File: src/hw/rtl/anhl_pkg.sv
package anhl_pkg;

	localparam int TableDepth = 4096;
	localparam int IdxW = $clog2(TableDepth);
	localparam int CntW = $clog2(TableDepth + 1);
	localparam logic [31:0] CrcPoly = 32'h04C11DB7;
	localparam int TopShift = 24;

	typedef enum logic [1:0] {
		CMD_WRITE = 2'd0,
		CMD_BYTE = 2'd1,
		CMD_LOOKUP = 2'd2,
		CMD_NONE = 2'd3
	} cmd_t;

	// Work handed from the front part to the search engine.
	typedef struct packed {
		logic is_write;
		logic [IdxW-1:0] idx;
		logic [31:0] hash;
		logic [1:0] flags;
	} job_t;

	typedef enum logic [1:0] {
		ST_IDLE,
		ST_READ,
		ST_CHECK,
		ST_DONE
	} srch_state_t;

	// MSB-first CRC table entry for a top byte.
	function automatic logic [31:0] crc_entry(input logic [7:0] top);
		logic [31:0] v;
		v = {top, 24'd0};
		for (int k = 0; k < 8; k++) begin
			v = v[31] ? ((v << 1) ^ CrcPoly) : (v << 1);
		end
		return v;
	endfunction

endpackage

File: src/hw/rtl/anhl_queue.sv
module anhl_queue (
	input  logic clk,
	input  logic arst_n,
	input  logic wr_valid,
	output logic wr_stall,
	input  anhl_pkg::job_t wr_job,
	output logic rd_valid,
	input  logic rd_take,
	output anhl_pkg::job_t rd_job
);
	import anhl_pkg::*;

	job_t mem_q [2];
	logic [1:0] wp_q, rp_q;
	logic full, empty;

	assign full = (wp_q[1] != rp_q[1]) && (wp_q[0] == rp_q[0]);
	assign empty = wp_q == rp_q;
	assign wr_stall = full;
	assign rd_valid = !empty;
	assign rd_job = mem_q[rp_q[0]];

	// Two-entry queue storage.
	always_ff @(posedge clk) begin
		if (wr_valid && !full) mem_q[wp_q[0]] <= wr_job;
	end

	// Queue pointers.
	always_ff @(posedge clk or negedge arst_n) begin
		if (!arst_n) begin
			wp_q <= '0;
			rp_q <= '0;
		end else begin
			if (wr_valid && !full) wp_q <= wp_q + 2'd1;
			if (rd_take && !empty) rp_q <= rp_q + 2'd1;
		end
	end

	a_no_overflow: assert property (@(posedge clk) disable iff (!arst_n)
		full |=> !empty) else $error("queue lost entries");
	a_stall_full: assert property (@(posedge clk) disable iff (!arst_n)
		wr_stall |-> rd_valid) else $error("stall while empty");
	a_hold: assert property (@(posedge clk) disable iff (!arst_n)
		(rd_valid && !rd_take) |=> rd_valid) else $error("entry vanished");

endmodule

File: config.mk
export PLATFORM = sky130hd
export DESIGN_NAME = anhl_queue
export DESIGN_NICKNAME = d
export VERILOG_FILES = /design/src/hw/rtl/anhl_pkg.sv /design/src/hw/rtl/anhl_queue.sv
export SDC_FILE = /design/constraint.sdc
export NUM_CORES = 1
export LEC_CHECK = 0
export ABC_AREA = 1
export BUFFER_PORTS_ARGS = -buffer_cell sky130_fd_sc_hd__buf_2
export CAP_MARGIN = 5
export CORE_MARGIN = 5
export CORE_UTILIZATION = 47
export DETAILED_ROUTE_END_ITERATION = 12
export HOLD_SLACK_MARGIN = 0.1
export PLACE_DENSITY = 0.83
export RECOVER_POWER = 50
export SKIP_CTS_REPAIR_TIMING = 1
export SYNTH_ARGS = -nofsm -noshare
export SYNTH_HDL_FRONTEND = slang
export SYNTH_SLANG_ARGS = --single-unit
export TNS_END_PERCENT = 10
File: constraint.sdc
create_clock -name clk -period 2.6 [get_ports clk]
set_clock_uncertainty 0.1 [all_clocks]
set_input_delay 0.26 -clock clk [delete_from_list [all_inputs] [get_ports clk]]
set_output_delay 0.26 -clock clk [all_outputs]
set_load 0.02 [all_outputs]
==> impl_metrics.json <==
{
  "rsz0062_at_grt": "false",
  "finalCritPeriodShare": 0.7929,
  "clock_sinks": 98,
  "cap_violations": 0,
  "postSynthAreaPerCell_um2": 12.93,
  "p_comb_frac": 0.409,
  "drtAntennaViolNets": 0,
  "netSwitchingPower_mw": 2.148,
  "cp_common_cell": "nand2_1",
  "dp_hpwl_um": 4754,
  "final_hold_viol_count": 0,
  "crit_fanout": 16,
  "die_x_um": 98.71,
  "crit_chain": "inv_1 -> nand2_1 -> nand2_2 -> nand2_1 -> nand2_1 -> inv_1 -> buf_4",
  "end_kind": "flop",
  "vias": 2533,
  "dr.pass1.iters": 4,
  "clock-root-buffer": "clkbuf_8",
  "drc": 0,
  "grt_pass1_vias": 2470,
  "synth_nets": 337,
  "synth-edff-count": 94,
  "grt_use_total": 0.1497,
  "rr_worst_depth": 7,
  "hold_path_depth": 4,
  "drtIter0Drc": 124,
  "synth_xor_area_frac": 0.002368,
  "yosysMostFrequentCell": "nand2_1",
  "critPathArrivalTime_ns": 2.01,
  "power.total_mw": 5.348,
  "seqPwrFrac": 0.436,
  "gp_congestion": 0.7373,
  "initial_core_util": 0.4811,
  "cts_buffers": 9,
  "grt_first_pass_wirelength_um": 11300,
  "cts_tree": "yes",
  "reg2reg_slack_ns": 0.54,
  "critical_path.max_stage_delay_ns": 0.49,
  "clock_path_buffers": 2,
  "register_area_um2": 2924,
  "ios": 100,
  "p_sw_frac": 0.4017,
  "routedWlPerCell_um": 14.45,
  "r2r_start": "wp_q[0]$_DFFE_PN0P_",
  "min_to": "wp_q[0]$_DFFE_PN0P_",
  "irDropWorstVdd_mv": 0.7072,
  "synth_warnings": 0,
  "synth_top_area_frac": 0.7632,
  "synthSimpleGateAreaFrac": 0.1739,
  "power.static_leakage_nw": 2.074,
  "layout-drive-gt1-share": 0.1928,
  "ys.flop_type": "edfxtp_1",
  "yosys.area.top_type": "edfxtp_1",
  "synthAdderAreaFrac": 0,
  "coreArea_um2": 7687,
  "ys_ff_latch": 98,
  "postRouteWirelength_um": 7918,
  "crit_type": "flop to flop",
  "clock_latency_ns": 0.34,
  "htreeDepth": 3,
  "report.final.slew_viol_count": 0,
  "synth_common_cells": "161 x nand2_1, 94 x edfxtp_1, 7 x inv_1",
  "antenna_found_initial": 0,
  "muxShareOfSynthArea": 0,
  "worstPathRequired_ns": 2.55,
  "final.setup.tns_ns": 0,
  "fmaxAchievable_mhz": 485.1,
  "p_int_mw": 3.200,
  "worst_pin_slew_ns": 0.6548,
  "run_status": "finished, final reports clean",
  "slowest_stage": "inv_1",
  "antennaDiodeCount": 0,
  "p_clk_frac": 0.154,
  "syn_inst": 286,
  "multi_input_area_um2": 649.4,
  "grt_overflow": 0,
  "pwr_density_cell_nw_per_um2": 1092,
  "ys_seq_area_frac": 0.7903,
  "n_fill_cell": 609,
  "synth_top_family_by_area": "simple AND/OR/NAND/NOR gates",
  "setup_viol": 0,
  "slew-limit-headroom": 0.5630,
  "holdCritStartpoint": "wr_valid",
  "synth.distinct_cells": 11,
  "syn2layout_area_growth_pct": 32.44,
  "cp-start-kind": "flop",
  "fp.dieArea_um2": 9744,
  "synth-compound-area-share": 0,
  "fp-row-count": 32,
  "synthTopCellsByArea": "edfxtp_1 76%, nand2_1 16%, dfrtp_1 2.7%",
  "async_reset_ff_frac": 0.04082,
  "hp-class": "input port to flop",
  "syn-cell-area_um2": 3699,
  "die_y_um": 98.71,
  "portBuffers": 99,
  "period_minus_slack_ns": 2.062,
  "r2r_end": "mem_q[1][40]$_DFFE_PP_",
  "vias_per_cell": 4.622,
  "final_nets": 492,
  "grt_start_max_net_pins": 49,
  "clk_pin_slew_ns": 0.08
}
cell families after synthesis:
| group | count (synthesis) |
|---|---|
| xor+xnor | 1 |
| buf+inv | 19 |
| flops | 98 |
| simple gates | 168 |
how the worst max path moves through the flow:
stage | from | end | slack, ns | cells after the start
after floorplan | rp_q[0]$_DFFE_PN0P_ | mem_q[0][0]$_DFFE_PP_ | 0.38 | 6
after global placement | rp_q[1]$_DFFE_PN0P_ | mem_q[1][16]$_DFFE_PP_ | 0.86 | 7
after detailed placement | rp_q[1]$_DFFE_PN0P_ | mem_q[1][12]$_DFFE_PP_ | 0.81 | 7
after CTS | rp_q[0]$_DFFE_PN0P_ | rd_job[40] | 0.56 | 5
after global routing | wp_q[0]$_DFFE_PN0P_ | mem_q[1][16]$_DFFE_PP_ | 0.36 | 7
final | wp_q[0]$_DFFE_PN0P_ | mem_q[1][40]$_DFFE_PP_ | 0.54 | 7
worst max-delay path, delay by kind of cell, from the launching register on:
kind,cells,cell delay (ns)
buf+inv,3,0.90
simple gates,4,0.37
flops,1,0.41
layout make-up:
type	count	area share
Clock buffer	11	0.02682
Sequential cell	98	0.5969
Tap cell	102	0.02605
Timing Repair Buffer	155	0.2046
Multi-Input combinational cell	169	0.1326
Clock inverter	5	0.006386
Inverter	8	0.006641
metrics by stage:
stage          worst slack (ns)  hold slack (ns)  instance area [um2]  instances    util
6_report                 0.5384           0.1492                 4898        548  0.6372
2_1_floorplan            0.3786          -0.1356                 3699        286       -
3_5_place_dp             0.8070         -0.02512                 4297        483  0.5589
4_1_cts                  0.5584          -0.4058                 4459        499  0.5801
5_1_grt                  0.3629           0.1546                 4898        548  0.6372
3_3_place_gp             0.8587         -0.02664                 4297        483  0.5589
state kept, by name, summed over array words and instances, names as in the netlist:
signal  count
mem_q      94
rp_q        2
wp_q        2
power by group through the flow:
stage	combinational [mW]	clock [mW]	sequential (mW)
final	2.19	0.825	2.33
after global routing	2.40	0.923	2.37
after CTS	2.18	0.842	2.33
after detailed placement	2.17	0	2.36
after global placement	2.12	0	2.34
after floorplan	1.49	0	2.34
layer usage:
layer,GRT usage,wire (um),part of all wire
met2,0.2741,4506,0.57
met4,0.06408,153,0.019
met1,0.1598,2917,0.37
met5,0,0,0
met3,0.04388,341,0.043
cells in the final DEF, fill, tap and decap left out:
cell and count:
dfrtp_2 1, buf_1 1, clkbuf_1 38, buf_12 1
inv_4 1, clkinv_1 2, buf_4 5, clkbuf_8 9
dfrtp_1 3, buf_2 59, inv_1 6, clkinvlp_4 3
xor2_1 1, dlygate4sd3_1 49, nand2_2 2, clkbuf_2 4
clkinv_2 1, nand3_1 4, nand2_1 162, edfxtp_1 94
Note: power is estimated with default switching activity, not from simulation.
