### src/hw/rtl/anhl_pkg.sv
package anhl_pkg;

	localparam int TableDepth = 4096;
	localparam int IdxW = $clog2(TableDepth);
	localparam int CntW = $clog2(TableDepth + 1);
	localparam logic [31:0] CrcPoly = 32'h04C11DB7;
	localparam int TopShift = 24;

	typedef enum logic [1:0] {
		CMD_WRITE = 2'd0,
		CMD_BYTE = 2'd1,
		CMD_LOOKUP = 2'd2,
		CMD_NONE = 2'd3
	} cmd_t;

	// Work handed from the front part to the search engine.
	typedef struct packed {
		logic is_write;
		logic [IdxW-1:0] idx;
		logic [31:0] hash;
		logic [1:0] flags;
	} job_t;

	typedef enum logic [1:0] {
		ST_IDLE,
		ST_READ,
		ST_CHECK,
		ST_DONE
	} srch_state_t;

	// MSB-first CRC table entry for a top byte.
	function automatic logic [31:0] crc_entry(input logic [7:0] top);
		logic [31:0] v;
		v = {top, 24'd0};
		for (int k = 0; k < 8; k++) begin
			v = v[31] ? ((v << 1) ^ CrcPoly) : (v << 1);
		end
		return v;
	endfunction

endpackage

### src/hw/rtl/anhl_front.sv
module anhl_front (
	input  logic clk,
	input  logic arst_n,
	input  logic in_valid,
	output logic in_stall,
	input  logic [1:0] cmd,
	input  logic [anhl_pkg::IdxW-1:0] entry_index,
	input  logic [31:0] entry_hash,
	input  logic entry_is_file,
	input  logic entry_is_deleted,
	input  logic [7:0] name_byte,
	input  logic name_last,
	input  logic [31:0] lookup_hash,
	output logic job_valid,
	input  logic job_stall,
	output anhl_pkg::job_t job
);
	import anhl_pkg::*;

	logic [31:0] acc_q;
	logic [2:0] seen_q;
	logic [7:0] lc;
	logic [31:0] acc_n;
	logic acc_full;
	logic take;

	assign in_stall = job_stall;
	assign take = in_valid && !job_stall;

	// Lowercase ASCII letters before hashing.
	assign lc = (name_byte >= 8'h41 && name_byte <= 8'h5A) ? name_byte + 8'd32 : name_byte;

	// Next hash value after this byte.
	always_comb begin
		acc_full = 1'b0;
		if (seen_q < 3'd4) begin
			acc_n = acc_q | ({24'd0, lc} << (TopShift - 8 * 32'(seen_q)));
			if (seen_q == 3'd3) begin
				acc_n = ~acc_n;
				acc_full = 1'b1;
			end
		end else begin
			acc_n = crc_entry(acc_q[31:24]) ^ {acc_q[23:0], lc};
			acc_full = 1'b1;
		end
	end

	// Accumulator update.
	always_ff @(posedge clk or negedge arst_n) begin
		if (!arst_n) begin
			acc_q <= '0;
			seen_q <= '0;
		end else if (take && cmd == CMD_BYTE) begin
			if (name_last) begin
				acc_q <= '0;
				seen_q <= '0;
			end else begin
				acc_q <= acc_n;
				if (seen_q < 3'd4) seen_q <= seen_q + 3'd1;
			end
		end
	end

	// Classify the request into a job for the back part.
	always_comb begin
		job_valid = 1'b0;
		job.is_write = 1'b0;
		job.idx = entry_index;
		job.hash = lookup_hash;
		job.flags = {entry_is_deleted, entry_is_file};
		unique case (cmd_t'(cmd))
			CMD_WRITE: begin
				job_valid = in_valid;
				job.is_write = 1'b1;
				job.hash = entry_hash;
			end
			CMD_BYTE: begin
				job_valid = in_valid && name_last;
				job.hash = acc_full ? ~acc_n : acc_n;
			end
			CMD_LOOKUP: job_valid = in_valid;
			default: job_valid = 1'b0;
		endcase
	end

endmodule

### config.mk
export PLATFORM = sky130hd
export DESIGN_NAME = anhl_front
export DESIGN_NICKNAME = d
export VERILOG_FILES = /design/src/hw/rtl/anhl_pkg.sv /design/src/hw/rtl/anhl_front.sv
export SDC_FILE = /design/constraint.sdc
export NUM_CORES = 1
export LEC_CHECK = 0
export ABC_AREA = 1
export BUFFER_PORTS_ARGS = -buffer_cell sky130_fd_sc_hd__buf_2
export CELL_PAD_IN_SITES_DETAIL_PLACEMENT = 1
export CELL_PAD_IN_SITES_GLOBAL_PLACEMENT = 2
export CORE_MARGIN = 5
export CORE_UTILIZATION = 25
export CTS_CLUSTER_DIAMETER = 50
export DETAILED_ROUTE_END_ITERATION = 7
export PLACE_DENSITY_LB_ADDON = 0.1
export SLEW_MARGIN = 30
export SYNTH_ARGS = -nofsm -noshare
export SYNTH_HDL_FRONTEND = slang
export SYNTH_SLANG_ARGS = --single-unit
### constraint.sdc
create_clock -name clk -period 4.2 [get_ports clk]
set_clock_uncertainty 0.05 [all_clocks]
set_input_delay 0.84 -clock clk [delete_from_list [all_inputs] [get_ports clk]]
set_output_delay 0.84 -clock clk [all_outputs]
set_load 0.005 [all_outputs]
==> impl_results.md, run 1 <==
- Post-Syn Instances: around 680
- Reg2Reg Launch Point: acc_q[26]
- Die Width: 141 um
- Inserted Diodes: 0
- Rows: 48
- Critical path required time: ~3.3 ns
- Routed Antenna Nets: 0
- Final worst path period share: 0.878
- Crit path max fanout: 6
- R2R Setup Slk: about 1.8 ns
- Syn nets: between 700 and 800
- Non-Filler Instances: approximately 990
- Total GRT Usage: 0.196
- Worst Tran Pin Value: around 0.65 ns
- Setup Buffers After CTS: 0
- Synthesized area: approximately 4300 um^2
- Core Box Area: around 17000 um^2
- DRT Wirelength: ~20000 um
- Register area share after synthesis: 0.204
- Synth Flop Type: dfrtp_1
- CP Launch Type: register
- Number of buffers created by CTS: 5
- Synth cell types: 42
- Wire length of the first global-routing pass: slightly above 30000 um
- Clk sinks: 35
- Yosys warning total: 0
- Vias in the first global route: ~5400
- Detailed Routing Iterations Pass 1: 4
- Async set-or-reset flop fraction in the synthesized netlist: 1.00
- Post-synth EDFFs: 0
- Hold WC Path Type: input port to asynchronous set/reset pin
- Worst IR drop on VDD: ~0.22 mV
- Static Leak: 2.53 nW
- CTS tree: yes
- # IOs: approximately 140
- Clk slew on worst S/H paths: approximately 0.060 ns
- Worst setup startpoint: acc_q[26]
- IO buf count: between 100 and 150
- Placed cells: 978
- Unrepaired setup endpoints after global routing: false
- Largest net degree at the start of global routing: 37
- Fin crit period: 3.69 ns
- Status: finished clean
- Initial Utilization: 0.252
- CTS resizes: 0
- Final Setup Violations: 0
- Via density: just over 5
- CP arrival: 2.80 ns
- H-tree depth: 2
- R2R Path End: acc_q[7]
- Grt total ovfl: 0
- Initial antenna violation count: 0
- Root Buffer: clkbuf_16
- Worst R2R Path Depth: 9
- RePlAce Congestion: 0.817
- WS Path Type: register to output pin
- Worst Setup End Kind: output pin
- Clk_lat worst skew: between 0.2 and 0.3 ns
- # DRC: 0
- Layout area overhead: 19.0%
- Total Die Area: ~20000 um^2
- Die Span Y: 141 um
- Syn_area_per_cell: approximately 6.3 um^2
- Detailed Place HPWL: 15100 um
- Max Freq: 271 MHz
- Fin. max-slew vios: 0
- Max Cap Viol: 0
- Clk buf depth: 2
- 1st-iter DRT viols: approximately 220
- Worst Setup EP: job[15]
- Ratio of cells with drive above 1 in the final layout: 0.225
- WL per Instance: roughly 20 um
- Fillcell total: roughly 2300
- Yosys reg bits: 35
- Final #Nets: about 860
- Final Hold Fails: 0
- Fin Setup TNS: 0 ns
- Slew headroom: 0.563
- Vias: 4973
- Power per cell area: 757 nW/um^2
- Post-cts hold buffer count: 0
## metrics by stage
stage,total power [mW],util,hold slack [ns],setup slack [ns],area (um^2)
4_1_cts,3.92,0.300,0.498,0.472,5120
5_1_grt,4.26,0.300,0.522,0.290,5120
6_report,3.87,0.300,0.486,0.513,5120
3_5_place_dp,3.48,0.291,0.520,0.771,4960
3_3_place_gp,3.42,0.289,0.519,0.793,4930
2_1_floorplan,2.60,-,0.493,1.15,4300
## report_power, final
group	total (mW)	switching (mW)	internal, mW
logic	2.83	1.86	0.967
clock network	0.427	0.173	0.254
registers	0.617	0.157	0.460
## registers in the layout, indices dropped and copies added, names as in the netlist
register and count:
seen_q 3, acc_q 32
## cell type report
cell class                      count  area [um^2]  share of cell area
Tap cell                          225          282              0.0550
Multi-Input combinational cell    528         2840               0.555
Clock buffer                        8          156              0.0306
Inverter                           57          214              0.0418
Timing Repair Buffer              133          748               0.146
Sequential cell                    35          876               0.171
## cells by family (layout without fill, tap and decap cells)
kind of cell | Yosys count | in the layout | share of synthesized area
AOI/OAI and AO/OA | 162 | 162 | 0.220
and+or+nand+nor | 320 | 320 | 0.328
buffers and inverters | 115 | 198 | 0.137
xor gates and xnor gates | 42 | 42 | 0.0987
adders and majority gates | 4 | 4 | 0.0116
DFF | 35 | 35 | 0.204
## worst min path at each step
stage               from  slack, ns  cells past startpoint        end
2_1_floorplan     arst_n       0.49                      0   acc_q[0]
3_3_place_gp   acc_q[20]       0.52                      2  acc_q[20]
3_5_place_dp   acc_q[20]       0.52                      2  acc_q[20]
4_1_cts           arst_n       0.50                      1  acc_q[14]
5_1_grt           arst_n       0.52                      1  acc_q[14]
6_report          arst_n       0.49                      1  acc_q[14]
## metal layers
layer | vias up | GRT usage | wire (um) | part of all wire
met5 | - | 0 | 0 | 0
met4 | 0 | 0.0658 | 635 | 0.032
met3 | 34 | 0.0254 | 540 | 0.027
met2 | 75 | 0.351 | 10100 | 0.51
met1 | 2426 | 0.242 | 8450 | 0.43
li1 | 2438 | - | - | -
## synthesized netlist by cell type (2+ instances only)
master,count,share of area
buf_1,2,0.0017
nor2_1,29,0.025
xor2_2,2,0.0076
a22oi_1,28,0.049
dfrtp_1,35,0.20
nand2_1,175,0.15
xnor2_2,3,0.011
nand3_1,89,0.10
ha_1,4,0.012
clkbuf_8,2,0.0064
inv_1,52,0.045
nand4_1,6,0.0087
xor2_1,24,0.049
o21ai_1,8,0.0093
xnor2_1,12,0.024
buf_4,22,0.038
or2_2,7,0.010
o31ai_2,2,0.0058
o21ai_0,60,0.070
buf_2,5,0.0058
dlygate4sd1_1,2,0.0041
o31ai_1,2,0.0035
nand2_4,2,0.0052
clkbuf_1,22,0.019
nand2_2,5,0.0073
o22ai_1,32,0.047
a21oi_1,28,0.033
inv_2,4,0.0035
## critical path, cell delays in order, from the launching register on
cell and delay, ns:
dfrtp_1 0.67, inv_1 0.16, nand2_1 0.14, nand2_2 0.14, xnor2_1 0.51, inv_1 0.11, or2_0 0.21, nand3_1 0.06
nand2_1 0.10, nand2_1 0.08, nand2_1 0.05, o21ai_1 0.13, buf_2 0.13
## cells in the final DEF, fill, tap and decap left out, types with 3 or more instances in the layout
master / count
clkbuf_16: 5
nand2_1: 175
xnor2_2: 3
a22oi_1: 28
a21oi_1: 28
xnor2_1: 12
buf_2: 113
ha_1: 4
inv_1: 52
o22ai_1: 32
o21ai_0: 60
or2_2: 7
xor2_1: 24
buf_4: 18
nor2_1: 28
o21ai_1: 8
dfrtp_1: 35
nand2_2: 5
inv_2: 4
nand3_1: 89
nand4_1: 6
Power figures use the tool's default switching activity.
==> run 2, diff against run 1 <==
--- a/config.mk
+++ b/config.mk
@@ -11,6 +11,7 @@
 export CELL_PAD_IN_SITES_GLOBAL_PLACEMENT = 2
 export CORE_MARGIN = 5
 export CORE_UTILIZATION = 25
+export CTS_BUF_LIST = sky130_fd_sc_hd__clkbuf_8
 export CTS_CLUSTER_DIAMETER = 50
 export DETAILED_ROUTE_END_ITERATION = 7
 export PLACE_DENSITY_LB_ADDON = 0.1
==> impl_results.md, run 2 (synthesized netlist as in run 1, its figures left out) <==
- Worst R2R Path Depth: 9 (unchanged)
- Core Box Area: 17100 um^2 (unchanged)
- Number of buffers created by CTS: 5 (unchanged)
- Commonest non-fill, non-tap cell in the layout: nand2_1 (unchanged)
- WS Path Type: register to output pin (unchanged)
- Fin. max-slew vios: 0 (unchanged)
- Rows: 48 (unchanged)
- Final Power: 3.75 mW (was 3.87 mW)
- Via density: 5.05 (was 5.04)
- Final Setup Violations: 0 (unchanged)
- Final worst path period share: 0.884 (was 0.878)
- Slew headroom: 0.564 (was 0.563)
- Layout area overhead: 17.7% (was 19.0%)
- Vias in the first global route: 5379 (was 5394)
- Worst IR drop on VDD: 0.207 mV (was 0.216 mV)
- # IOs: 142 (unchanged)
- 1st-iter DRT viols: 243 (was 224)
- Max Cap Viol: 0 (unchanged)
- Die Span Y: 141 um (unchanged)
- Initial antenna violation count: 0 (unchanged)
- Worst Tran Pin Value: 0.653 ns (about the same)
- Fin Setup TNS: 0 ns (unchanged)
- Crit path depth: 12 (unchanged)
- Crit path max fanout: 6 (unchanged)
- Hold WC Path Type: input port to asynchronous set/reset pin (unchanged)
- Clk sinks: 35 (unchanged)
- Max reg flops: 32 (unchanged)
- Max incr delay on CP: 0.68 ns (was 0.67 ns)
- R2R Setup Slk: 1.80 ns (about the same)
- Detailed Place HPWL: 15100 um (unchanged)
- Critical path's slowest cell: dfrtp_1 (unchanged)
- Ratio of cells with drive above 1 in the final layout: 0.225 (unchanged)
- Largest net degree at the start of global routing: 37 (unchanged)
- Unrepaired setup endpoints after global routing: false (unchanged)
- Max Freq: 269 MHz (was 271 MHz)
- Clk slew on worst S/H paths: 0.09 ns (was 0.06 ns)
- Most frequent cells in the layout: nand2_1 (175), buf_2 (113), nand3_1 (89) (unchanged)
- CP dominant cell by count: nand2_1 (unchanged)
- Buf/Inv on CP: 3 (unchanged)
- Fin crit period: 3.71 ns (was 3.69 ns)
- Total GRT Usage: 0.196 (about the same)
- Static Leak: 2.51 nW (was 2.53 nW)
- Setup Buffers After CTS: 0 (unchanged)
- Clk buf depth: 2 (unchanged)
- Die Width: 141 um (unchanged)
- Status: finished clean (unchanged)
- Worst Hold Margin: 0.456 ns (was 0.486 ns)
- Root Buffer: clkbuf_8 (was clkbuf_16)
- WL per Instance: 19.9 um (was 20.0 um)
- Post-cts hold buffer count: 0 (unchanged)
- DRT Wirelength: 19600 um (was 19700 um)
- CP Launch Type: register (unchanged)
- CP top delay family: simple AND/OR/NAND/NOR gates (unchanged)
- Biggest regs: acc_q: 32 flops, seen_q: 3 flops (unchanged)
- Detailed Routing Iterations Pass 1: 4 (unchanged)
- H-tree depth: 2 (unchanged)
- Reg2Reg Launch Point: acc_q[26] (unchanged)
- Critical path required time: 3.31 ns (about the same)
- R2R Path End: acc_q[7] (unchanged)
- Total Die Area: 19900 um^2 (unchanged)
- IO buf count: 113 (unchanged)
- Largest register by flop count: acc_q (unchanged)
- RePlAce Congestion: 0.817 (unchanged)
- Vias: 4976 (was 4973)
- CTS tree: yes (unchanged)
- Placed cell areas: 4960 um^2 (unchanged)
- Routed Antenna Nets: 0 (unchanged)
- CTS resizes: 0 (unchanged)
- Clk_lat worst skew: 0.31 ns (was 0.29 ns)
- CP arrival: 2.82 ns (was 2.80 ns)
- Cell Chain, Critical Path: inv_1 > nand2_1 > nand2_2 > xnor2_1 > inv_1 > or2_0 > nand3_1 > nand2_1 > nand2_1 > nand2_1 > o21ai_1 > buf_2 (unchanged)
- Power per cell area: 742 nW/um^2 (was 757 nW/um^2)
- Final Hold Fails: 0 (unchanged)
- Final #Nets: 857 (unchanged)
- Wire length of the first global-routing pass: 30500 um (was 30600 um)
- Fin area: 5060 um^2 (was 5120 um^2)
- # DRC: 0 (unchanged)
- Grt total ovfl: 0 (unchanged)
- Inserted Diodes: 0 (unchanged)
- Initial Utilization: 0.252 (unchanged)
- Worst Setup End Kind: output pin (unchanged)
- Worst setup startpoint: acc_q[26] (unchanged)
[run 2: cell count changes in the layout (fill, tap and decap cells not counted), sizes merged]
cell    change
clkbuf      -1
inv         +1
[run 2: metal layers]
layer	GRT usage	vias up	wire, um
li1	-	2438	-
met1	0.242	2437	8480
met2	0.352	70	10100
met3	0.0251	31	471
met4	0.0607	0	601
met5	0	-	0
[run 2: cell type report]
class	instances	area, um^2
clock buffer	7	96.3
multi-input combinational	528	2840
sequential	35	876
inverter	57	214
fill	2270	12000
clock inverter	1	3.75
tap	225	282
timing repair buffer	133	748
[run 2: stage by stage]
stage / setup WS (ns) / instances / util
global placement: 0.793 / 977 / 0.289
finish: 0.487 / 986 / 0.297
detailed placement: 0.771 / 978 / 0.291
CTS: 0.444 / 986 / 0.297
global route: 0.256 / 986 / 0.297
floorplan: 1.15 / 678 / -
[run 2: how the worst max path moves through the flow]
stage / endpoint / slack [ns]
finish: job[15] / 0.49
global route: job[15] / 0.26
CTS: job[15] / 0.44
detailed placement: job[32] / 0.77
global placement: job[15] / 0.79
floorplan: job[11] / 1.15
[run 2: report_power, final]
group	total (mW)	internal (mW)	switching [mW]
logic	2.83	0.968	1.86
clock network	0.306	0.148	0.158
registers	0.615	0.459	0.156
==> run 3, diff against run 2 <==
--- a/config.mk
+++ b/config.mk
@@ -14,7 +14,8 @@
 export CTS_BUF_LIST = sky130_fd_sc_hd__clkbuf_8
 export CTS_CLUSTER_DIAMETER = 50
 export DETAILED_ROUTE_END_ITERATION = 7
-export PLACE_DENSITY_LB_ADDON = 0.1
+export PLACE_DENSITY_LB_ADDON = 0.15
+export REMOVE_ABC_BUFFERS = 1
 export SLEW_MARGIN = 30
 export SYNTH_ARGS = -nofsm -noshare
 export SYNTH_HDL_FRONTEND = slang
==> impl_results.md, run 3 (synthesized netlist as in run 1, its figures left out) <==
- Cell Chain, Critical Path: clkinv_1 > ha_1 > inv_1 > buf_4 > buf_4 > a21oi_1 > o21ai_0 > o31ai_1 > xor2_1 > o21ai_0 > buf_2 (was inv_1 > nand2_1 > nand2_2 > xnor2_1 > inv_1 > or2_0 > nand3_1 > nand2_1 > nand2_1 > nand2_1 > o21ai_1 > buf_2)
- Initial antenna violation count: 0 (unchanged)
- Fin crit period: 3.64 ns (was 3.71 ns)
- WS Path Type: register to output pin (unchanged)
- WL per Instance: 18.4 um (was 19.9 um)
- Largest net degree at the start of global routing: 37 (unchanged)
- Final Hold Fails: 0 (unchanged)
- Max reg flops: 32 (unchanged)
- Worst Tran Pin Value: 0.944 ns (was 0.653 ns)
- Fillcell total: 2237 (was 2270)
- Commonest non-fill, non-tap cell in the layout: nand2_1 (unchanged)
- Worst Hold Margin: 0.453 ns (was 0.456 ns)
- Fin. max-slew vios: 0 (unchanged)
- Placed cells: 974 (was 978)
- # DRC: 0 (unchanged)
- Initial Utilization: 0.252 (unchanged)
- Detailed Place HPWL: 13000 um (was 15100 um)
- # IOs: 142 (unchanged)
- Max Freq: 275 MHz (was 269 MHz)
- Non-Filler Instances: 982 (was 986)
- Vias: 4927 (was 4976)
- CTS resizes: 0 (unchanged)
- Worst IR drop on VDD: 0.196 mV (was 0.207 mV)
- CTS tree: yes (unchanged)
- Fin Setup TNS: 0 ns (unchanged)
- Layout area overhead: 16.7% (was 17.7%)
- Detailed Routing Iterations Pass 1: 4 (unchanged)
- Biggest regs: acc_q: 32 flops, seen_q: 3 flops (unchanged)
- Setup Buffers After CTS: 0 (unchanged)
- Root Buffer: clkbuf_8 (unchanged)
- Clk sinks: 35 (unchanged)
- Unrepaired setup endpoints after global routing: false (unchanged)
- 1st-iter DRT viols: 246 (was 243)
- Inserted Diodes: 0 (unchanged)
- Worst Setup End Kind: output pin (unchanged)
- Final Power: 3.64 mW (was 3.75 mW)
- Hold WC Path Type: input port to asynchronous set/reset pin (unchanged)
- Die Span Y: 141 um (unchanged)
- Clk slew on worst S/H paths: 0.09 ns (about the same)
- Via density: 5.02 (was 5.05)
- IO buf count: 113 (unchanged)
- Max incr delay on CP: 0.39 ns (was 0.68 ns)
- Routed Antenna Nets: 0 (unchanged)
- Total GRT Usage: 0.184 (was 0.196)
- Clk buf depth: 2 (unchanged)
- Ratio of cells with drive above 1 in the final layout: 0.221 (was 0.225)
- Wire length of the first global-routing pass: 29000 um (was 30500 um)
- Slew headroom: 0.369 (was 0.564)
- Critical path's slowest cell: ha_1 (was dfrtp_1)
- Power per cell area: 726 nW/um^2 (was 742 nW/um^2)
- RePlAce Congestion: 0.854 (was 0.817)
- CP arrival: 2.75 ns (was 2.82 ns)
- Multi-input logic area: 2850 um^2 (was 2840 um^2)
- Final #Nets: 853 (was 857)
- Post-cts hold buffer count: 0 (unchanged)
- Grt total ovfl: 0 (unchanged)
- Final Setup Violations: 0 (unchanged)
- Total Die Area: 19900 um^2 (unchanged)
- Reg area: 876 um^2 (unchanged)
- CP Launch Type: register (unchanged)
- Die Width: 141 um (unchanged)
- Largest register by flop count: acc_q (unchanged)
- Clk_lat worst skew: 0.32 ns (was 0.31 ns)
- Static Leak: 2.48 nW (was 2.51 nW)
- Max Cap Viol: 0 (unchanged)
- Most frequent cells in the layout: nand2_1 (175), buf_2 (112), nand3_1 (89) (was nand2_1 (175), buf_2 (113), nand3_1 (89))
- H-tree depth: 2 (unchanged)
- Final worst path period share: 0.867 (was 0.884)
- Number of buffers created by CTS: 5 (unchanged)
- Status: finished clean (unchanged)
- Rows: 48 (unchanged)
- Vias in the first global route: 5302 (was 5379)
- Crit path max fanout: 27 (was 6)
- DRT Wirelength: 18100 um (was 19600 um)
- Core Box Area: 17100 um^2 (unchanged)
- Critical path required time: 3.31 ns (about the same)
-- run 3: layout make-up --
cell class | instances | area share
multi-input cells | 528 | 0.567
flip-flops and latches | 35 | 0.175
repair buffers | 129 | 0.140
well taps | 225 | 0.0561
inverters | 57 | 0.0426
clock buffers | 7 | 0.0192
clock inverters | 1 | 0.000748
-- run 3: routing by layer --
metal | track usage | routed length, um | vias up
met4 | 0.0362 | 187 | 0
met1 | 0.245 | 8550 | 2378
met2 | 0.318 | 8530 | 117
met5 | 0 | 0 | -
li1 | - | - | 2424
met3 | 0.0261 | 802 | 8
-- run 3: worst paths after layout --
| path | startpoint | end | slack [ns] | depth (start not counted) |
|---|---|---|---|---|
| min in group clk | acc_q[11] | acc_q[11] | 0.54 | 2 |
| max in group asynchronous | arst_n | acc_q[7] | 3.26 | 1 |
| worst min-delay path | arst_n | acc_q[10] | 0.45 | 1 |
| worst max register to register | seen_q[2] | acc_q[9] | 1.92 | 8 |
| worst max-delay path | seen_q[2] | job[27] | 0.56 | 11 |
| worst min register to register | acc_q[11] | acc_q[11] | 0.54 | 2 |
-- run 3: worst max-delay path, delay by kind of cell, from the launching register on --
kind            cells  cell delay (ns)
compound gates      4             0.45
xor+xnor            1             0.16
fa+ha+maj           1             0.39
buf+inv             5             1.07
flops               1             0.35
-- run 3: per-stage QoR --
step,utilization,setup slack (ns),area (um^2)
floorplan,-,-0.383,3920
global placement,0.288,0.878,4910
detailed placement,0.288,0.824,4910
CTS,0.294,0.534,5010
global route,0.294,0.300,5020
finish,0.294,0.560,5020
-- run 3: report_power, final --
group | switching, mW | internal, mW
registers | 0.151 | 0.459
clock network | 0.158 | 0.148
logic | 1.76 | 0.961
